[src/hdl/ihst_pkg.sv]
// Shared widths, codes and helper functions for the implicit heat step block.
package ihst_pkg;

    localparam int LAM_W  = 48;
    localparam int TMP_W  = 32;
    localparam int P_W    = 32;
    localparam int D_W    = 40;
    localparam int MUL_A_W = 48;
    localparam int MUL_B_W = 40;
    localparam int PROD_W = MUL_A_W + MUL_B_W;
    localparam int NUM_W  = 89;
    localparam int DEN_W  = 50;
    localparam int NCFG_W = 12;
    localparam int IDX_W  = 11;

    localparam logic [1:0] CMD_FILL = 2'd0;
    localparam logic [1:0] CMD_STEP = 2'd1;
    localparam logic [1:0] CMD_READ = 2'd2;

    localparam logic [1:0] REG_LAMBDA = 2'd0;
    localparam logic [1:0] REG_NODES  = 2'd1;
    localparam logic [1:0] REG_INIT   = 2'd2;

    localparam logic [LAM_W-1:0]  LAMBDA_RST = 48'd65536;
    localparam logic [NCFG_W-1:0] NODES_RST  = 12'd2048;
    localparam logic [TMP_W-1:0]  INIT_RST   = 32'd19660800;

    localparam logic [DEN_W:0]  ONE_Q16 = 51'd65536;
    localparam logic [D_W-1:0]  D_MAX   = {D_W{1'b1}};

    // Q16.24 to Q16.16 with rounding, saturated
    function automatic logic [TMP_W-1:0] to_q16(input logic [D_W-1:0] x);
        logic [D_W:0] s;
        s = {1'b0, x} + (D_W+1)'(128);
        to_q16 = s[D_W] ? {TMP_W{1'b1}} : s[D_W-1:8];
    endfunction

    function automatic logic [D_W-1:0] sat_d(input logic [NUM_W-1:0] q);
        sat_d = (q[NUM_W-1:D_W] != '0) ? D_MAX : q[D_W-1:0];
    endfunction

endpackage

[src/hdl/ihst_mul.sv]
// Shift-add multiplier, one multiplier bit per cycle.
module ihst_mul
    import ihst_pkg::*;
(
    input  logic               i_clk,
    input  logic               i_rst_n,
    input  logic               i_start,
    input  logic [MUL_A_W-1:0] i_a,
    input  logic [MUL_B_W-1:0] i_b,
    output logic               o_done,
    output logic [PROD_W-1:0]  o_prod
);
    localparam int CNT_W = $clog2(MUL_B_W);

    logic               r_busy, r_done;
    logic [CNT_W-1:0]   r_cnt;
    logic [PROD_W-1:0]  r_acc, r_a;
    logic [MUL_B_W-1:0] r_b;

    always_ff @(posedge i_clk) begin
        if (!i_rst_n) begin
            r_busy <= 1'b0;
            r_done <= 1'b0;
        end else begin
            r_done <= 1'b0;
            if (i_start) begin
                r_busy <= 1'b1;
            end else if (r_busy && r_cnt == CNT_W'(MUL_B_W-1)) begin
                r_busy <= 1'b0;
                r_done <= 1'b1;
            end
        end
    end

    always_ff @(posedge i_clk) begin
        if (i_start) begin
            r_acc <= '0;
            r_a   <= PROD_W'(i_a);
            r_b   <= i_b;
            r_cnt <= '0;
        end else if (r_busy) begin
            if (r_b[0]) begin
                r_acc <= r_acc + r_a;
            end
            r_a   <= r_a << 1;
            r_b   <= r_b >> 1;
            r_cnt <= r_cnt + CNT_W'(1);
        end
    end

    assign o_done = r_done;
    assign o_prod = r_acc;
endmodule

[config.mk]
export PLATFORM = sky130hd
export DESIGN_NAME = ihst_mul
export DESIGN_NICKNAME = d
export VERILOG_FILES = /design/src/hdl/ihst_pkg.sv /design/src/hdl/ihst_mul.sv
export SDC_FILE = /design/constraint.sdc
export NUM_CORES = 1
export LEC_CHECK = 0
export BUFFER_PORTS_ARGS = -buffer_cell sky130_fd_sc_hd__clkbuf_2
export CAP_MARGIN = 20
export CELL_PAD_IN_SITES_DETAIL_PLACEMENT = 0
export CELL_PAD_IN_SITES_GLOBAL_PLACEMENT = 2
export CORE_ASPECT_RATIO = 1.25
export CORE_UTILIZATION = 30
export DETAILED_ROUTE_END_ITERATION = 7
export HOLD_SLACK_MARGIN = 0.05
export PLACE_DENSITY = 0.8
export SYNTH_ARGS = -nofsm -noshare
export SYNTH_HDL_FRONTEND = slang
export SYNTH_SLANG_ARGS = --single-unit
[constraint.sdc]
create_clock -name i_clk -period 2.64 [get_ports i_clk]
set_input_delay 0.132 -clock i_clk [delete_from_list [all_inputs] [get_ports i_clk]]
set_output_delay 0.132 -clock i_clk [all_outputs]
set_load 0.02 [all_outputs]
# ---- Word-level counts from Yosys, hierarchy flattened
# Cells that the tools add are included.
dict set report op_classes {
  mux 7
  reduce_logical 5
  magnitude_cmp 0
  n_div 0
  shifts 0
  n_addsub 2
  n_bitwise 1
  eq_ne 1
  n_mul 0
}
# op n
set op_table {}
lappend op_table {{48-bit two-way mux} 2}
lappend op_table {{88-bit adder} 1}
lappend op_table {{40-bit two-way mux} 2}
lappend op_table {{6-bit by 1-bit adder with 6-bit output (second input constant)} 1}
lappend op_table {{6-bit == test (second input constant)} 1}
lappend op_table {{2-bit nonzero test} 2}
lappend op_table {{1-bit two-way mux} 3}
lappend op_table {{2-bit AND reduction} 1}
lappend op_table {{2-bit OR reduction} 1}
lappend op_table {{1-bit logical AND} 1}
lappend op_table {{1-bit inverter} 1}
dict set report word_totals {
  romBits 0
  mem_bits_rw 0
  register_bits 224
  in_bits 91
  mem_count 0
  latchBits 0
  output_inout_bits 89
}

# ---- Logic depth before layout (Yosys ltp)
# Gate-level depths: netlist of the first run.
dict set report logic_depth {
  depth_word 4
  mapped_depth 13
  ltp_nobuf 12
}

# ---- Worst setup path after synthesis of the first run
# No wires, ideal clock.
dict set report synth_path {
  path_kind {flip-flop to flip-flop}
  start {register r_acc[0], in the netlist o_prod[0]}
  end {register r_acc[80], in the netlist o_prod[80]}
  t_required_ps 2518
  stages_incl_launch_ff 12
  setup_ps 122
  synth_period_minus_slack_ps 2889
  t_arrival_ps 2767
  path_buffers 0
  path_slack_ps -249
  cell_sequence {dfxtp_1 -> ha_1 -> fa_1 -> a21o_1 -> a31o_2 -> nand3_1 -> o211ai_1 -> a41oi_2 -> o211ai_2 -> a41oi_1 -> o21ai_2 -> a221o_1}
}
dict set report synth_between {
  elab_chain_cells 1
}
# element line
set synth_lines {}
lappend synth_lines {{start, declared} ihst_mul.sv:17} ;# logic [PROD_W-1:0] r_acc, r_a;
lappend synth_lines {{start signal, assigned} ihst_mul.sv:43} ;# r_acc <= r_acc + r_a;
lappend synth_lines {{88-bit adder} ihst_mul.sv:43}
# Every way passes these cells.
# A chain may end at the register's enable or synchronous reset.

# ---- Final worst setup path of the first run
dict set report layout_path {
  start {register r_a[13]}
  end {register r_acc[87], in the netlist o_prod[87]}
}
dict set report layout_between {
  elab_chain_cells 1
}
# element line
set layout_lines {}
lappend layout_lines {{start, declared} ihst_mul.sv:17}
lappend layout_lines {{start signal, assigned} ihst_mul.sv:38} ;# r_a <= PROD_W'(i_a);
lappend layout_lines {{start signal, assigned} ihst_mul.sv:45} ;# r_a <= r_a << 1;
lappend layout_lines {{88-bit adder} ihst_mul.sv:43}
# Every way passes these cells.

==> metrics.txt, run 1 <==
FF/Latch Area=between 5000 and 6000 um2; clock tree buffer depth=3; Synth Net Count=1704; critical path endpoint category=flop; full die area=around 47000 um2; WP data arrival=about 3.5 ns; gr usage total=0.2007; Pwr Density=483.4 nW/um2; number of synthesized flops with an enable pin=88; final slew viol count=0; fin crit period=2.962 ns; Worst Skew=0.01939 ns; DRC=0; Avg Synthesized Cell Area=just over 9 um2; Top-Level Pins=180; f_max=around 340 MHz; status=finished, violations left; routability cong.=~0.88; fill count=4303; layout cells sized above 1=0.4642; Post-DP Area=18340 um2; RSZ-0062 raised after global routing=yes; Routed WL=48.19 mm; HP Class=in -> reg; CTS Buf Count=26; WL/cell=17.30 um; initial antenna violation count=2; Initial Util=0.3054; Antenna Nets Post-Route=0; multi-input logic area=9734 um2; total grt overflow=0; CTS tree=built; post-synthesis sequential area ratio=0.3879; Worst Tran Pin Value=just over 0.7 ns; clk sink count=224; DR vias=13820; YS warnings=0; ys flop type=dfxtp_1; Startpoint Class=flop; IO buf count=between 150 and 200; max cap viols=0; Die Height=approximately 240 um; final core utilization=0.4920; Clk Latency, worst-skew pair=~0.57 ns; final worst slack=-0.3224 ns; Layout Cell Area excl Fill=approximately 22000 um2; Core Footprint=45280 um2; Lkg Pwr=9.670 nW; # rows=87; Tot Pwr=10.77 mW; Critical Path RT=about 3.1 ns; CP Max Fanout=4; mapped cell area=13830 um2; drt pass-1 iters=8; CTS root buf=clkbuf_16; largest net degree at the start of global routing=80; number of global-route vias before repair=14630; H-tree depth=1; CTS clk-pin slew, worst paths=0.06 ns; die width=194.0 um; Via density=4.964; half-perimeter wire length after placement=between 30 and 40 mm; Nets=2366; failing checks=setup timing; total negative slack=-9.716 ns; final setup fails=between 50 and 60; critical path type=reg -> reg; register bit total from synthesis=224; area grow syn2layout=61.09%; Max-slew headroom=0.5299; first-pass GRT wire length=~76 mm; Hold Vio Cnt, Final=0; Netlist cell types=78; crit share post-route=1.122; Peak VDD IR=413.8 uV; initial DRC count=464; dpl ws=-0.8413 ns; Async S/R FF share, synth=0; synthesized instance count=1524
state kept, by name, indices dropped and copies added (netlist names):
signal and cells:
r_b 40, o_done 1, r_a 88, r_busy 1, o_prod 88, r_cnt 6
Yosys cell counts, drive strengths merged (6+ instances only):
master | n | area share
a211oi | 6 | 0.0033
a21boi | 8 | 0.0043
a21o | 47 | 0.026
a21oi | 162 | 0.059
a221oi | 9 | 0.0062
a31oi | 12 | 0.0065
and2 | 11 | 0.0050
and3 | 11 | 0.0050
buf | 41 | 0.014
clkbuf | 54 | 0.015
dfxtp | 136 | 0.20
edfxtp | 88 | 0.19
ha | 88 | 0.080
inv | 18 | 0.0049
mux2 | 87 | 0.071
mux2i | 44 | 0.032
nand2 | 210 | 0.057
nand3 | 31 | 0.011
nand4 | 36 | 0.016
nor2 | 108 | 0.029
nor3 | 14 | 0.0051
nor4 | 7 | 0.0032
o211ai | 10 | 0.0062
o21a | 6 | 0.0033
o21ai | 95 | 0.035
o21bai | 18 | 0.011
o31ai | 10 | 0.0054
or3 | 7 | 0.0032
xnor2 | 45 | 0.028
xor2 | 36 | 0.023
worst max-delay path, stage by stage, from the launching register on:
cell and delay (ns):
edfxtp_1 0.44, ha_4 0.33, nand3_4 0.08, buf_6 0.13, nor4_4 0.33, o2111ai_4 0.22, a31oi_4 0.27, o2111ai_4 0.16
o211ai_2 0.12, o31a_1 0.21, mux2_4 0.33, o21ai_1 0.12, nor3b_2 0.15
area by class of cell:
class | instances | share of cell area
Clock inverter | 17 | 0.008144
Sequential cell | 224 | 0.2432
Timing Repair Buffer | 729 | 0.2455
Multi-Input combinational cell | 1187 | 0.4370
Antenna cell | 1 | 0.0001123
Tap cell | 578 | 0.03246
Clock buffer | 31 | 0.03050
Inverter | 18 | 0.003033
through the flow:
stage / hold WS (ns) / instances
final: 0.09309 / 2785
after floorplan: 0.2458 / 1524
after global placement: 0.3424 / 2585
after detailed placement: 0.3515 / 2585
after CTS: 0.05122 / 2761
after global routing: 0.1018 / 2785
report_power, final:
group / total, mW / internal (mW) / switching, mW / leakage (nW)
clock network: 3.70 / 2.14 / 1.56 / 0.414
logic: 3.06 / 1.59 / 1.47 / 7.25
registers: 4.01 / 3.85 / 0.164 / 2.00
worst paths after layout:
check                           startpoint  slack [ns]    endpoint  depth (start not counted)
worst min-delay path               i_start        0.09   o_prod[5]                          2
worst max-delay path               r_a[13]       -0.32  o_prod[87]                         12
worst max register to register     r_a[13]       -0.32  o_prod[87]                         12
worst min register to register  o_prod[75]        0.48  o_prod[75]                          2
layer usage:
layer / GRT usage / wire length (um) / up-vias
met5: 0 / 8 / -
met4: 0.1076 / 2431 / 2
met3: 0.02200 / 1461 / 114
met2: 0.3691 / 24710 / 250
met1: 0.2257 / 19580 / 6584
li1: - / - / 6874
layout by cell type (no fill, tap or decap), types with 8 or more instances in the layout:
master         synthesis  layout
a21o_1                47      47
a21oi_1              160     117
a21oi_2                2      33
a21oi_4                0      12
and2_1                11      10
and3_1                11       9
buf_4                  3     416
buf_6                  0      36
clkbuf_16              0      26
clkbuf_2               0     178
dfxtp_1              136     101
dfxtp_2                0      31
dlygate4sd3_1          0      93
edfxtp_1              88      88
ha_1                  88      42
ha_4                   0      44
inv_1                 18      18
mux2_2                86      86
mux2i_1               44      44
nand2_1              210     199
nand2_2                0       8
nand3_1               31      23
nand4_1               36      36
nor2_1               107     103
nor3_1                14       9
o211ai_1               8       8
o21ai_0               68      36
o21ai_1               25      42
o21ai_2                2      14
o21bai_1              17      11
xnor2_1               45      33
xnor2_2                0      12
xor2_1                36      31
timing repair:
item                                   4_1_cts  5_1_grt
hold buffers                                93        0
pin swaps                                   76       86
cloned                                       0        0
setup buffers                               38       30
gates resized for setup                    210      108
setup endpoints to repair                   69       70
endpoints found under the hold margin       93        0
cells by family (layout without fill, tap and decap cells):
family / after synthesis / in the layout / share of synthesized area
other cells: 0 / 1 / 0
mux: 131 / 131 / 0.1030
flops: 224 / 224 / 0.3879
buf+inv: 113 / 795 / 0.03384
xor+xnor: 81 / 81 / 0.05130
simple gates: 466 / 466 / 0.1531
compound gates: 420 / 420 / 0.1898
fa+ha+maj: 89 / 89 / 0.08106
(Power assumes the default switching activity.)
==> run 2, diff against run 1 <==
Settings changed: ABC_AREA set to 1, CORE_UTILIZATION 30 to 29, PLACE_DENSITY 0.8 to 0.87.
==> run 2 against run 1 <==
Maximum frequency increased by 20%; largest cell class unchanged; hold slack improved by 0.22 ns; critical path type unchanged; clock skew increased by 0.014 ns; routed wire length increased by 34%; via count increased by 28%; synthesized cell count increased by 89%; highest routed layer is now met4; critical path depth unchanged; the flow finishes with violations (DRC).
==> metrics.txt, run 2 <==
max cap viols=0; IO buf count=approximately 180; CP Buf/Inv Count=1; Yosys top cell by area=nand2_1; most area-consuming cells after synthesis=nand2_1, dfxtp_1, edfxtp_1, inv_1, nor2_1; failing checks=DRC; gr usage total=0.2134; CP peak stage delay=0.41 ns; post-synthesis mux area share=0; ys flop type=dfxtp_1; first-pass GRT wire length=98.96 mm; drt pass-1 iters=8; Avg Synthesized Cell Area=5.980 um2; f_max=slightly above 400 MHz; Simple-Gate Fraction of Synth Area=0.4079; most common cell after layout, fill and taps aside=nand2_1; Async S/R FF share, synth=0; Antenna Nets Post-Route=0; WL/cell=roughly 16 um; diode count=0; critical path endpoint category=flop; Critical Path RT=roughly 3.1 ns; layout cells sized above 1=0.1481; Pwr Density=slightly above 500 nW/um2; final setup fails=0; Reg-to-Reg End=o_prod[76]; most frequent cell after synthesis=nand2_1; WP data arrival=2.96 ns; routability cong.=just under 1; Startpoint Class=flop; final slew viol count=0; fill count=around 6600; Crit path top cell by count=nor2_1; hold_ws=0.3161 ns; slowest CP cell=ha_1; initial antenna violation count=0; synthesized instance count=2887; HP Class=in -> reg; status=finished, violations left; critical path type=reg -> reg; most instantiated cells after synthesis=nand2_1, inv_1, nor2_1; fin crit period=2.470 ns; initial DRC count=936; Tot Pwr=11.05 mW; worst reg-to-reg setup slack=0.17 ns; worst path cell trace=ha_1 -> nand2_1 -> nor2_1 -> inv_1 -> nor2_1 -> nand3_1 -> nor3_1 -> nand2_1 -> nand3_1 -> nand2_1 -> nor2_1 -> nor2_1; H-tree depth=1; area grow syn2layout=26.10%; Peak VDD IR=425.5 uV; DR vias=17730; YS warnings=0; register bit total from synthesis=224; main combinational cell family by area after synthesis=simple AND/OR/NAND/NOR gates; Initial Util=0.2947; CTS Buf Count=28; mapped cell area=17270 um2; number of synthesized flops with an enable pin=88; CP startpoint=o_prod[67]; Worst Tran Pin Value=0.7277 ns; CTS clk-pin slew, worst paths=0.07 ns; Core Footprint=58590 um2; Netlist cell types=33; Hold Vio Cnt, Final=0; Worst Skew=0.03364 ns; Post-DP Area=19750 um2; full die area=60520 um2; Nets=3406; CTS root buf=clkbuf_16; # rows=slightly below 100; DRC=8; Synth Area in Compound Gates=0.06493; die width=220.2 um; number of global-route vias before repair=17630; clk sink count=224; CTS tree=built; reg2reg path depth=12; CP top delay family=simple AND/OR/NAND/NOR gates; Clk Latency, worst-skew pair=0.60 ns; total grt overflow=0; Die Height=274.8 um; Yosys top cell area share=0.2370; Synth Area in Adders=0.06493; Lkg Pwr=roughly 12 nW; post-synthesis sequential area ratio=0.3107; commonest non-fill, non-tap cells in the layout=nand2_1, inv_1, nor2_1; largest net degree at the start of global routing=~150; final core utilization=0.3716; Top-Level Pins=between 150 and 200; Routed WL=64.71 mm; Worst Setup EP=o_prod[76]; Via density=4.427; Max-slew headroom=0.5149; Layout Cell Area excl Fill=21770 um2; critical path depth=12; Post-Synth XOR/XNOR Area=0.02384; half-perimeter wire length after placement=~52 mm; CP Max Fanout=5; clock tree buffer depth=3; Synth Net Count=3067; total negative slack=0 ns; Critical R2R Launch=o_prod[67]; crit share post-route=0.9356
[run 2: where the power goes]
part / total (mW) / switching (mW) / internal [mW]
Sequential: 4.15 / 0.217 / 3.93
Combinational: 2.97 / 1.90 / 1.08
Clock: 3.93 / 1.64 / 2.29
[run 2: worst min path at each step]
stage	cells after the start	to	slack [ns]	startpoint
2_1_floorplan	2	o_done	0.24	i_rst_n
4_1_cts	4	o_done	0.29	i_rst_n
3_5_place_dp	3	o_done	0.38	i_rst_n
3_3_place_gp	3	o_done	0.37	i_rst_n
5_1_grt	4	o_done	0.32	i_rst_n
6_report	4	o_done	0.32	i_rst_n
[run 2: final cells by class]
cell class / instances / area (um2) / share of cell area
clock buffer: 43 / 875.8 / 0.04023
clock inverter: 8 / 72.57 / 0.003333
inverter: 525 / 1976 / 0.09074
multi-input combinational: 2076 / 9867 / 0.4532
sequential: 224 / 5365 / 0.2464
tap: 757 / 947.2 / 0.04350
timing repair buffer: 371 / 2669 / 0.1226
[run 2: routing by layer]
metal  GRT usage  share of wire  up-vias
met5           0              0        -
met4     0.07477          0.035        0
met3     0.02012          0.039       99
met2      0.3837           0.49      325
met1      0.2621           0.44     7915
li1            -              -     9388
[run 2: timing repair]
action,4_1_cts,5_1_grt
hold buffers,90,0
pin swaps,0,2
setup endpoints to repair,1,25
setup buffers,0,1
endpoints found under the hold margin,92,0
resized for setup,1,37
[run 2: through the flow]
stage,setup slack [ns],cells
detailed placement,0.03753,3862
CTS,0.04430,4003
finish,0.1700,4004
floorplan,0.3470,2887
global placement,0.07510,3862
global route,-0.006621,4004
[run 2: cells by family (layout without fill, tap and decap cells)]
group	after synthesis	count (layout)
AO/OA/AOI/OAI	215	215
XOR/XNOR	47	47
adder cells (fa/ha/maj)	89	89
buffers and inverters	587	947
flip-flops	224	224
AND/OR/NAND/NOR	1725	1725
[run 2: worst min-delay path, stage by stage]
cell           delay (ns)
dlygate4sd3_1        0.53
clkbuf_2             0.12
inv_1                0.05
nor2_1               0.03
