`config.mk`:
```
export PLATFORM = sky130hd
export DESIGN_NAME = ihst_div
export DESIGN_NICKNAME = d
export VERILOG_FILES = /design/src/hdl/ihst_pkg.sv /design/src/hdl/ihst_div.sv
export SDC_FILE = /design/constraint.sdc
export NUM_CORES = 1
export LEC_CHECK = 0
export ABC_AREA = 1
export BUFFER_PORTS_ARGS = -buffer_cell sky130_fd_sc_hd__buf_2
export CORE_MARGIN = 2
export CORE_UTILIZATION = 56
export CTS_BUF_LIST = sky130_fd_sc_hd__clkbuf_4
export DETAILED_ROUTE_END_ITERATION = 10
export PLACE_DENSITY = 0.78
export SETUP_SLACK_MARGIN = 0.15
export SLEW_MARGIN = 0
export SYNTH_ARGS = -nofsm -noshare
export SYNTH_HDL_FRONTEND = slang
export SYNTH_SLANG_ARGS = --single-unit
export TNS_END_PERCENT = 5
```
`constraint.sdc`:
```
create_clock -name i_clk -period 13.35 [get_ports i_clk]
set_clock_uncertainty 0.1 [all_clocks]
set_input_delay 2.67 -clock i_clk [delete_from_list [all_inputs] [get_ports i_clk]]
set_output_delay 2.67 -clock i_clk [all_outputs]
set_load 0.02 [all_outputs]
```
`src/hdl/ihst_pkg.sv`:
```
// Shared widths, codes and helper functions for the implicit heat step block.
package ihst_pkg;

    localparam int LAM_W  = 48;
    localparam int TMP_W  = 32;
    localparam int P_W    = 32;
    localparam int D_W    = 40;
    localparam int MUL_A_W = 48;
    localparam int MUL_B_W = 40;
    localparam int PROD_W = MUL_A_W + MUL_B_W;
    localparam int NUM_W  = 89;
    localparam int DEN_W  = 50;
    localparam int NCFG_W = 12;
    localparam int IDX_W  = 11;

    localparam logic [1:0] CMD_FILL = 2'd0;
    localparam logic [1:0] CMD_STEP = 2'd1;
    localparam logic [1:0] CMD_READ = 2'd2;

    localparam logic [1:0] REG_LAMBDA = 2'd0;
    localparam logic [1:0] REG_NODES  = 2'd1;
    localparam logic [1:0] REG_INIT   = 2'd2;

    localparam logic [LAM_W-1:0]  LAMBDA_RST = 48'd65536;
    localparam logic [NCFG_W-1:0] NODES_RST  = 12'd2048;
    localparam logic [TMP_W-1:0]  INIT_RST   = 32'd19660800;

    localparam logic [DEN_W:0]  ONE_Q16 = 51'd65536;
    localparam logic [D_W-1:0]  D_MAX   = {D_W{1'b1}};

    // Q16.24 to Q16.16 with rounding, saturated
    function automatic logic [TMP_W-1:0] to_q16(input logic [D_W-1:0] x);
        logic [D_W:0] s;
        s = {1'b0, x} + (D_W+1)'(128);
        to_q16 = s[D_W] ? {TMP_W{1'b1}} : s[D_W-1:8];
    endfunction

    function automatic logic [D_W-1:0] sat_d(input logic [NUM_W-1:0] q);
        sat_d = (q[NUM_W-1:D_W] != '0) ? D_MAX : q[D_W-1:0];
    endfunction

endpackage

```
`src/hdl/ihst_div.sv`:
```
// Restoring divider, one quotient bit per cycle.
module ihst_div
    import ihst_pkg::*;
(
    input  logic             i_clk,
    input  logic             i_rst_n,
    input  logic             i_start,
    input  logic [NUM_W-1:0] i_num,
    input  logic [DEN_W-1:0] i_den,
    output logic             o_done,
    output logic [NUM_W-1:0] o_quo
);
    localparam int CNT_W = $clog2(NUM_W);

    logic             r_busy, r_done;
    logic [CNT_W-1:0] r_cnt;
    logic [NUM_W-1:0] r_num;
    logic [DEN_W-1:0] r_rem, r_den;
    logic [DEN_W:0]   w_trial, w_diff;
    logic             w_ge;

    assign w_trial = {r_rem, r_num[NUM_W-1]};
    assign w_ge    = w_trial >= {1'b0, r_den};
    assign w_diff  = w_trial - {1'b0, r_den};

    always_ff @(posedge i_clk) begin
        if (!i_rst_n) begin
            r_busy <= 1'b0;
            r_done <= 1'b0;
        end else begin
            r_done <= 1'b0;
            if (i_start) begin
                r_busy <= 1'b1;
            end else if (r_busy && r_cnt == CNT_W'(NUM_W-1)) begin
                r_busy <= 1'b0;
                r_done <= 1'b1;
            end
        end
    end

    always_ff @(posedge i_clk) begin
        if (i_start) begin
            r_num <= i_num;
            r_den <= i_den;
            r_rem <= '0;
            r_cnt <= '0;
        end else if (r_busy) begin
            // remainder stays below the divisor, so it fits DEN_W bits
            r_rem <= w_ge ? w_diff[DEN_W-1:0] : w_trial[DEN_W-1:0];
            r_num <= {r_num[NUM_W-2:0], w_ge};
            r_cnt <= r_cnt + CNT_W'(1);
        end
    end

    assign o_done = r_done;
    assign o_quo  = r_num;
endmodule

```
# ---- Yosys cells after proc, flatten, opt, wreduce, memory -nomap -nowiden
# Index checks and enable logic that the tools add are counted.
dict set report op_classes {
  n_reduce_logical 4
  mux 6
  addsub 2
  bitwise 1
  eq_ne 1
  order_cmp 1
}
# operator count
set ops {}
lappend ops {{two-way mux 89 bit} 2}
lappend ops {{>= comparator 51 x 50 -> 1 bit} 1}
lappend ops {{two-way mux 50 bit} 1}
lappend ops {{subtractor 50 bit} 1}
lappend ops {{adder 7 x 1 -> 7 bit, second input constant} 1}
lappend ops {{== test 7 bit, second input constant} 1}
lappend ops {{nonzero test 2 bit} 2}
lappend ops {{two-way mux 1 bit} 3}
lappend ops {{OR reduction 2 bit} 1}
lappend ops {{logical AND 1 bit} 1}
lappend ops {{NOT 1 bit} 1}
dict set report word_totals {
  regBits 198
}

# ---- Logic depth before layout (Yosys ltp)
# Gate-level depths: netlist of run 1.
dict set report logic_depth {
  ltp_word 4
  depth_mapped 17
  depth_no_buf 17
}

# ---- Worst setup path after synthesis of run 1
# Ideal clock, no wire load.
dict set report synth_timing {
  path_kind {input port to flip-flop}
  start {input port i_start}
  end {register r_num[0] (netlist: o_quo[0]) (enable)}
  arrival_time_ps 5455
  stages 3
  slack_ps 7306
  n_path_buf 1
  setup_time_ps 489
  path_cell_list {nor2_1 inv_1 clkbuf_1}
}
dict set report synth_between {
  elab_chain_cells 1
}
# item line_no
set synth_lines {}
lappend synth_lines {{start, declared} ihst_div.sv:7} ;# input logic i_start,
lappend synth_lines {{nonzero test 2 bit (no source line)} -}
lappend synth_lines {{end signal, assigned} ihst_div.sv:43} ;# r_num <= i_num;
lappend synth_lines {{end signal, assigned} ihst_div.sv:50} ;# r_num <= {r_num[NUM_W-2:0], w_ge};
lappend synth_lines {{end, declared} ihst_div.sv:17} ;# logic [NUM_W-1:0] r_num;
# Every way passes these cells.
# A chain may end at the register's enable or synchronous reset.

# ---- Final worst setup path of run 1
dict set report layout_timing {
  start {input port i_start}
  end {register r_num[55] (netlist: o_quo[55]) (enable)}
}
# Same word-level chain as after synthesis.

==> results.py, run 1 <==
metrics = {
    "outcome": {
        "status": "complete, no violations",
    },
    "power_and_ir_drop": {
        "p_leak_nw": 7.77,
        "peakVddDrop_mv": 0.0677,
        "powerDensity_nw_per_um2": 90.3,
    },
    "clock_tree": {
        "clk_latency_ns": 0.62,
        "ctsRootBufferMaster": "clkbuf_4",
        "htreeDepth": 4,
        "cts_buffers": 17,
        "cts.repair.resized": 0,
        "cts_tree": "yes",
        "holdBufCountCts": 0,
        "ctsLongestPathBuffers": 2,
        "clk_pin_slew_ns": 0.19,
        "cts.sinks": 198,
        "cts_setup_buffers": 0,
    },
    "logic_synthesis": {
        "synth_nets": 2040,
        "syn-cell-area_um2": 12700,
        "netlist_instances": 1845,
        "syn_avg_cell_area_um2": 6.87,
        "synth_seq_area_share": 0.422,
        "yosysWarnings": 0,
        "synth_cell_types": 32,
        "ys_seq_elements": 198,
    },
    "layout": {
        "syn2layout_area_growth_pct": 13.1,
        "drive_gt1_frac": 0.140,
        "fillerInstances": 2149,
        "nets": 2246,
    },
    "timing": {
        "slew_headroom": 0.263,
        "setup_slack_ns": 8.45,
        "tightest_slew_ns": 1.10,
        "max_freq_mhz": 204,
        "hold_viol_final": 0,
        "min_period_ns": 4.90,
        "fin_crit_sh": 0.367,
        "final-setup-viol-count": 0,
        "final.setup.tns_ns": 0,
        "rsz0062_at_grt": "no",
        "drv_slew": 0,
    },
    "worst_hold_path": {
        "hp-start": "r_rem[26]",
        "hp-class": "reg2reg",
    },
    "grt": {
        "track_usage": 0.296,
        "grt_pass1_wl_um": 55800,
        "grt.overflow.total": 0,
        "grt_max_degree": 95,
        "antenna_found_initial": 4,
        "grt_pass1_vias": 11090,
    },
    "die": {
        "start_util": 0.565,
        "fp.dieW_um": 154,
        "die-height_um": 154,
        "ios": 232,
        "die_area_um2": 23900,
        "std_cell_rows": 55,
        "core-area_um2": 22400,
    },
    "detailed_routing": {
        "antenna_left": 0,
        "finalWirelength_um": 34700,
        "wl_per_cell_um": 14.7,
        "firstDrtPassIters": 7,
        "post-route-drc-count": 0,
        "vias_per_cell": 5.05,
        "drt-initial-drc-count": 882,
        "vias": 11866,
    },
    "critical_path": {
        "cp-startpoint": "i_start",
        "critPathCaptureType": "flip-flop",
        "crit_type": "in2reg",
        "worstPathMaxFanout": 68,
        "start_kind": "input port",
        "r2r_start": "r_den[18]",
        "worstPathRequired_ns": 13.52,
        "critPathArrivalTime_ns": 5.07,
    },
    "place": {
        "routabilityCongestion": 0.993,
        "port_buffers": 231,
        "preCtsSetupSlack_ns": 7.81,
        "hpwl_um": 26300,
    },
    "run": {
        "drv_cap": 0,
    },
}
cell usage after synthesis:
cell      number  share of area
o21ai_0       10         0.0039
inv_1        353           0.10
a21oi_2        1        0.00069
a21oi_1       30          0.012
nand3_4        1         0.0014
nand4_1       62          0.031
fa_1           1         0.0016
nor3_1         9         0.0036
nor4_1         3         0.0015
o21ai_1       23         0.0091
nand3b_1       4         0.0024
o211ai_1       1        0.00059
o21bai_1       3         0.0018
buf_4          2         0.0012
edfxtp_1     139           0.33
ha_1          52          0.051
nand2_2        2        0.00099
and2_1         3         0.0015
o21a_1         1        0.00059
clkbuf_1      24         0.0071
buf_2         15         0.0059
inv_2          5         0.0015
xnor2_1       25          0.017
nor2_4         1        0.00089
buf_1          6         0.0018
nor2_1        95          0.028
nand3_1      115          0.045
buf_6          3         0.0027
dfxtp_1       59          0.093
a21oi_4        1         0.0013
nand2_1      791           0.23
nor2_2         5         0.0025
path summary, 6_finish.rpt:
check,to,slack [ns],cells after the start
worst max-delay path,o_quo[55],8.45,5
worst min-delay path,r_rem[26],0.39,2
worst max register to register,r_rem[43],9.45,15
worst min register to register,r_rem[26],0.39,2
critical path: stages:
cell,delay [ns]
buf_4,0.56
nor2_1,0.08
buf_4,0.26
inv_4,0.48
buf_4,0.78
layer usage:
| layer | GRT usage | up-vias | share of wire |
|---|---|---|---|
| li1 | - | 6118 | - |
| met1 | 0.385 | 5300 | 0.43 |
| met2 | 0.501 | 397 | 0.48 |
| met3 | 0.0572 | 49 | 0.069 |
| met4 | 0.0935 | 2 | 0.021 |
| met5 | 0 | - | 0.00037 |
power by group:
part           switching, mW  internal [mW]  total (mW)
Sequential            0.0210          0.708       0.729
Clock                  0.263         0.0921       0.355
Combinational          0.142         0.0701       0.212
Total                  0.425          0.870        1.30
layout by cell type, fill, tap and decap left out, types with 30 or more instances in the layout:
| cell type | n |
|---|---|
| a21oi_1 | 30 |
| dfxtp_1 | 59 |
| nor2_1 | 94 |
| nand3_1 | 115 |
| ha_1 | 52 |
| nand4_1 | 62 |
| nand2_1 | 791 |
| edfxtp_1 | 139 |
| inv_1 | 351 |
| buf_2 | 230 |
flip-flops by register name, indices dropped and copies added (netlist names):
register and count:
o_quo 89, r_den 50, r_rem 50, r_cnt 7, o_done 1, r_busy 1
area by class of cell:
class | instances | area (µm²) | share of cell area
multi-input combinational | 1239 | 5750 | 0.401
inverter | 358 | 1350 | 0.0939
clock inverter | 15 | 193 | 0.0134
timing repair buffer | 237 | 1200 | 0.0840
clock buffer | 17 | 128 | 0.00890
antenna | 2 | 5.00 | 0.000349
sequential | 198 | 5360 | 0.374
tap | 285 | 357 | 0.0249
cells by family (layout without fill, tap and decap cells):
group	after synthesis	count (layout)	share of synthesized area
AO/OA/AOI/OAI	70	70	0.0298
XOR/XNOR	25	25	0.0173
adder cells (fa/ha/maj)	53	53	0.0529
buffers and inverters	408	627	0.125
flip-flops	198	198	0.422
other	0	2	0
AND/OR/NAND/NOR	1091	1091	0.353
through the flow:
step	area, µm²	total power [mW]	cells	utilization	hold slack (ns)
finish	14300	1.30	2351	0.639	0.389
global route	14300	1.35	2351	0.639	0.412
CTS	14300	1.30	2349	0.639	0.389
detailed placement	14000	0.953	2317	0.625	0.362
global placement	14000	0.949	2317	0.625	0.361
floorplan	12700	0.871	1845	-	0.343
Note: power is estimated with default switching activity, not from simulation.
==> run 2, diff against run 1 <==
==> constraint.sdc (replaced) <==
create_clock -name i_clk -period 4.7 [get_ports i_clk]
set_clock_uncertainty 0.1 [all_clocks]
set_input_delay 0.94 -clock i_clk [delete_from_list [all_inputs] [get_ports i_clk]]
set_output_delay 0.94 -clock i_clk [all_outputs]
set_load 0.02 [all_outputs]
==> run 2 against run 1 <==
- cell count rose by 0.26%
- count of clock-buffer cells in the layout did not move
- highest routed layer is now met4
- first-iteration DRC count fell by 3.2%
- worst setup slack got worse by 7.0 ns
- worst hold slack got worse by 0.032 ns
- critical path type is now reg2reg
- combinational power rose to 2.9 times the previous value
- cell area rose by 0.37%
- largest cell class unchanged
==> results.py, run 2 (synthesized netlist as in run 1, its figures left out) <==
metrics = {
    "layout": {
        "multiInputGateArea_um2": 5750,
        "drive_gt1_frac": 0.142,
        "nets": 2252,
        "fillerInstances": 2150,
        "final_core_utilization": 0.641,
        "ff_latch_area_um2": 5360,
        "final_cell_mix": "nand2_1, inv_1, buf_2",
        "largest_reg_flops": 89,
        "final_common_cell": "nand2_1",
        "syn2layout_area_growth_pct": 13.5,
        "fin_cells": 2357,
    },
    "clock_tree": {
        "htreeDepth": 4,
        "cts_tree": "yes",
        "ctsLongestPathBuffers": 2,
        "cts_buffers": 17,
        "holdBufCountCts": 0,
        "clk_pin_slew_ns": 0.22,
        "cts.repair.resized": 0,
        "ctsRootBufferMaster": "clkbuf_4",
        "cts_setup_buffers": 0,
        "cts.sinks": 198,
        "clk_latency_ns": 0.64,
    },
    "grt": {
        "grt_pass1_vias": 11417,
        "grt_pass1_wl_um": 58200,
        "grt.overflow.total": 0,
        "grt_max_degree": 64,
        "track_usage": 0.307,
        "antenna_found_initial": 2,
    },
    "detailed_routing": {
        "wl_per_cell_um": 15.4,
        "firstDrtPassIters": 6,
        "post-route-drc-count": 0,
        "vias": 11877,
        "finalWirelength_um": 36300,
        "drt-initial-drc-count": 854,
        "vias_per_cell": 5.04,
        "antenna_left": 0,
    },
    "timing": {
        "final-setup-viol-count": 0,
        "fin_crit_sh": 0.700,
        "setup_slack_ns": 1.41,
        "max_freq_mhz": 304,
        "rsz0062_at_grt": "no",
        "slew_headroom": 0.296,
        "drv_slew": 0,
        "min_period_ns": 3.29,
        "tightest_slew_ns": 1.06,
        "final.setup.tns_ns": 0,
        "hold_viol_final": 0,
    },
    "die": {
        "start_util": 0.565,
        "core-area_um2": 22400,
        "fp.dieW_um": 154,
        "ios": 232,
        "std_cell_rows": 55,
        "die-height_um": 154,
        "die_area_um2": 23900,
    },
    "critical_path": {
        "critPathArrivalTime_ns": 3.62,
        "start_kind": "flip-flop",
        "critPathCaptureType": "flip-flop",
        "path_cells": "inv_1, ha_1, nand2_1, inv_1, nand2_1, inv_1, nand2_1, nand2_1, inv_1, nand3_1, nand2_2, buf_4, nand3_4, buf_4, nand2_1, nand2_1",
        "cpMaxStageDelayCell": "buf_4",
        "timing.critical_path.mode_cell": "nand2_1",
        "slowest_delay_ns": 0.50,
        "crit_type": "reg2reg",
        "worstPathMaxFanout": 51,
        "worstPathRequired_ns": 5.03,
    },
    "power_and_ir_drop": {
        "p_leak_nw": 7.80,
        "powerDensity_nw_per_um2": 255,
        "peakVddDrop_mv": 0.230,
        "power_mw": 3.67,
    },
    "worst_hold_path": {
        "hp-class": "in2reg",
    },
    "place": {
        "routabilityCongestion": 0.964,
        "hpwl_um": 28300,
        "preCtsSetupSlack_ns": 1.40,
        "port_buffers": 231,
        "dp_cells": 2323,
    },
    "run": {
        "drv_cap": 0,
    },
    "outcome": {
        "status": "complete, no violations",
    },
}
run 2: cell types whose count changed in the layout (fill, tap and decap cells not counted), sizes merged:
cell	delta
buf	+6
clkinv	-1
inv	+1
run 2: area by class of cell:
type | count | area share
multi-input combinational | 1239 | 0.400
clock buffer | 17 | 0.00887
antenna | 2 | 0.000348
inverter | 358 | 0.0936
tap | 285 | 0.0248
sequential | 198 | 0.372
timing repair buffer | 243 | 0.0877
clock inverter | 15 | 0.0130
run 2: worst max-delay path: cells and delay by family, from the launching register on:
kind	cells	cell delay, ns
buf+inv	6	1.06
flops	1	0.37
fa+ha+maj	1	0.32
simple gates	9	1.22
run 2: power by group:
group	switching, mW	total (mW)	leakage [nW]	internal, mW
logic	0.409	0.610	5.75	0.202
registers	0.0580	2.07	1.88	2.01
clock network	0.734	0.994	0.167	0.261
run 2: per-layer routing:
layer / global-route usage / vias to the layer above / share of wire
li1: - / 6124 / -
met2: 0.536 / 370 / 0.49
met1: 0.398 / 5342 / 0.43
met5: 0 / - / 0
met4: 0.0807 / 0 / 0.018
met3: 0.0524 / 41 / 0.061
run 2: path summary, 6_finish.rpt:
check	slack (ns)	from	cells past startpoint	endpoint
worst min-delay path	0.36	i_den[30]	1	r_den[30]
worst max register to register	1.41	r_den[18]	16	o_quo[0]
worst max-delay path	1.41	r_den[18]	16	o_quo[0]
worst min register to register	0.39	r_rem[33]	2	r_rem[33]
run 2: stage by stage:
step                area, µm²  hold WS [ns]
detailed placement      14100         0.363
CTS                     14400         0.322
global placement        14100         0.360
global route            14400         0.307
floorplan               12700         0.343
finish                  14400         0.357
==> run 3, diff against run 2 <==
--- a/config.mk
+++ b/config.mk
@@ -5,13 +5,13 @@
 export SDC_FILE = /design/constraint.sdc
 export NUM_CORES = 1
 export LEC_CHECK = 0
-export ABC_AREA = 1
+export ABC_AREA = 0
 export BUFFER_PORTS_ARGS = -buffer_cell sky130_fd_sc_hd__buf_2
 export CORE_MARGIN = 2
-export CORE_UTILIZATION = 56
+export CORE_UTILIZATION = 51
 export CTS_BUF_LIST = sky130_fd_sc_hd__clkbuf_4
 export DETAILED_ROUTE_END_ITERATION = 10
-export PLACE_DENSITY = 0.78
+export PLACE_DENSITY = 0.77
 export SETUP_SLACK_MARGIN = 0.15
 export SLEW_MARGIN = 0
 export SYNTH_ARGS = -nofsm -noshare
==> constraint.sdc (replaced) <==
create_clock -name i_clk -period 3 [get_ports i_clk]
set_clock_uncertainty 0.1 [all_clocks]
set_input_delay 0.6 -clock i_clk [delete_from_list [all_inputs] [get_ports i_clk]]
set_output_delay 0.6 -clock i_clk [all_outputs]
set_load 0.02 [all_outputs]
==> run 3 against run 2 <==
- the flow now finishes with violations (negative setup slack)
- sequential power rose by 62%
- clock power up 53%
- core utilization up 1.8 points
- critical path depth fell by 1
- non-clock buffer count grew 102
- worst setup slack got worse by 1.6 ns
- area after synthesis decreased by 16%
- critical endpoint is now r_rem[48]
- largest power group unchanged
==> results.py, run 3 <==
metrics = {
    "logic_synthesis": {
        "syn_avg_cell_area_um2": 11.1,
        "synth_nets": 1157,
        "synth.most_common_cell": "edfxtp_1",
        "synthFlopType": "edfxtp_1",
        "synthTopCellsByArea": "edfxtp_1, dfxtp_1, mux2_2, ha_1, a21oi_1",
        "synthArstFlopShare": 0,
        "yosysTopAreaCellShare": 0.391,
        "syn-cell-area_um2": 10700,
        "synth_edf_count": 139,
        "ys_seq_elements": 198,
        "synth_cell_types": 63,
        "synth_top_area_cell": "edfxtp_1",
        "synth_seq_area_share": 0.502,
        "netlist_instances": 962,
        "synth_top_cells_by_count": "edfxtp_1, mux2_2, inv_1",
        "yosysWarnings": 0,
    },
    "power_and_ir_drop": {
        "powerDensity_nw_per_um2": 517,
        "p_leak_nw": 5.85,
        "peakVddDrop_mv": 0.399,
    },
    "layout": {
        "final_common_cell": "buf_2",
        "syn2layout_area_growth_pct": 25.7,
        "final_cell_mix": "buf_2, edfxtp_1, buf_4",
        "drive_gt1_frac": 0.399,
        "nets": 1475,
        "fillerInstances": 1602,
        "multiInputGateArea_um2": 5050,
        "ff_latch_area_um2": 5360,
        "largest_reg_flops": 89,
    },
    "timing": {
        "rsz0062_at_grt": "yes",
        "fin_crit_sh": 1.06,
        "holdWs_ns": 0.0536,
        "min_period_ns": 3.19,
        "setup_slack_ns": -0.193,
        "final.setup.tns_ns": -1.47,
        "tightest_slew_ns": 0.984,
        "hold_viol_final": 0,
        "slew_headroom": 0.342,
        "max_freq_mhz": 313,
        "final-setup-viol-count": 16,
        "drv_slew": 0,
    },
    "critical_path": {
        "worstPathMaxFanout": 4,
        "critPathArrivalTime_ns": 3.62,
        "crit_type": "reg2reg",
        "worstRegToRegCells": 15,
        "path_cells": "inv_1, ha_2, inv_2, fa_2, a21o_1, a221oi_2, a21o_1, buf_4, o41ai_4, o21ai_2, o21ai_2, a221oi_2, xnor2_1, mux2i_1, a211oi_1",
        "r2r_start": "o_quo[88]",
        "endpoint": "r_rem[48]",
        "slowest_delay_ns": 0.42,
        "critPathCaptureType": "flip-flop",
        "start_kind": "flip-flop",
        "cp-startpoint": "o_quo[88]",
        "rrSetupSlack_ns": -0.19,
        "worstPathRequired_ns": 3.43,
        "cpMaxStageDelayCell": "edfxtp_1",
        "r2r_end": "r_rem[48]",
    },
    "clock_tree": {
        "ctsLongestPathBuffers": 2,
        "cts_tree": "yes",
        "clk_pin_slew_ns": 0.18,
        "htreeDepth": 4,
        "cts.sinks": 198,
        "ctsRootBufferMaster": "clkbuf_4",
        "clk_latency_ns": 0.61,
        "cts_buffers": 17,
    },
    "detailed_routing": {
        "vias_per_cell": 5.45,
        "firstDrtPassIters": 5,
        "finalWirelength_um": 27400,
        "post-route-drc-count": 0,
        "drt-initial-drc-count": 501,
        "wl_per_cell_um": 17.5,
        "vias": 8528,
        "antenna_left": 0,
    },
    "grt": {
        "antenna_found_initial": 1,
        "grt_max_degree": 115,
        "grt.overflow.total": 0,
        "grt_pass1_wl_um": 43200,
        "grt_pass1_vias": 8498,
        "track_usage": 0.248,
    },
    "die": {
        "die-height_um": 149,
        "die_area_um2": 22100,
        "core-area_um2": 20400,
        "fp.dieW_um": 149,
        "start_util": 0.524,
        "ios": 232,
        "std_cell_rows": 52,
    },
    "place": {
        "hpwl_um": 20400,
        "routabilityCongestion": 0.913,
        "port_buffers": 231,
    },
    "worst_hold_path": {
        "whs_path_depth": 1,
        "hp-class": "in2reg",
    },
    "run": {
        "drv_cap": 0,
    },
    "outcome": {
        "status": "complete, but fails checks",
        "violations": "negative setup slack",
    },
}
run 3: final cells by class:
type	instances	area share
flip-flops and latches	198	0.399
diodes	2	0.000373
clock buffers	18	0.0101
clock inverters	14	0.0144
well taps	270	0.0252
inverters	73	0.0207
repair buffers	345	0.154
multi-input cells	645	0.376
run 3: metrics by stage:
step / instance area (µm²) / utilization / setup WS, ns / power, mW / std cells
floorplan: 10700 / - / -0.339 / 4.64 / 962
global placement: 12800 / 0.628 / -0.284 / 5.33 / 1516
detailed placement: 12800 / 0.628 / -0.345 / 5.37 / 1516
CTS: 13300 / 0.653 / -0.148 / 6.93 / 1559
global route: 13400 / 0.659 / -0.400 / 7.29 / 1565
finish: 13400 / 0.659 / -0.193 / 6.94 / 1565
run 3: kinds of logic (layout without fill, tap and decap cells):
| kind of cell | Yosys count | after routing | share of synthesized area |
|---|---|---|---|
| compound gates | 233 | 233 | 0.148 |
| flops | 198 | 198 | 0.502 |
| simple gates | 194 | 194 | 0.0824 |
| buf+inv | 119 | 450 | 0.0450 |
| mux | 117 | 117 | 0.121 |
| fa+ha+maj | 53 | 53 | 0.0628 |
| xor+xnor | 48 | 48 | 0.0394 |
| other cells | 0 | 2 | 0 |
run 3: critical path, delay by kind of cell, from the launching register on:
kind                     cells  cell delay, ns
multiplexers                 1            0.09
AO/OA/AOI/OAI                8            1.57
XOR/XNOR                     1            0.15
flip-flops                   1            0.42
adder cells (fa/ha/maj)      2            0.52
buffers and inverters        3            0.28
run 3: worst min-delay path by stage:
stage / start / to
after CTS: i_den[9] / r_den[9]
after floorplan: r_rem[2] / r_rem[2]
final: i_den[46] / r_den[46]
after global placement: r_rem[10] / r_rem[10]
after detailed placement: r_rem[10] / r_rem[10]
after global routing: i_den[42] / r_den[42]
run 3: where the power goes:
| part | total [mW] | internal, mW | switching (mW) |
|---|---|---|---|
| combinational | 2.06 | 0.950 | 1.11 |
| clock | 1.52 | 0.418 | 1.10 |
| sequential | 3.36 | 3.21 | 0.148 |
| total | 6.94 | 4.58 | 2.36 |
run 3: repair_timing:
item                       CTS  global route
cloned                       0             0
resized for setup           25            19
hold buffers                 0             3
hold endpoints to repair     0             3
setup endpoints to repair   51            51
setup buffers               11             1
pin swaps                   38            14
run 3: routing by layer:
layer	global-route usage	up-vias	share of wire
met1	0.306	4038	0.41
met4	0.0605	0	0.020
met3	0.0647	37	0.067
met2	0.436	281	0.50
li1	-	4172	-
met5	0	-	0
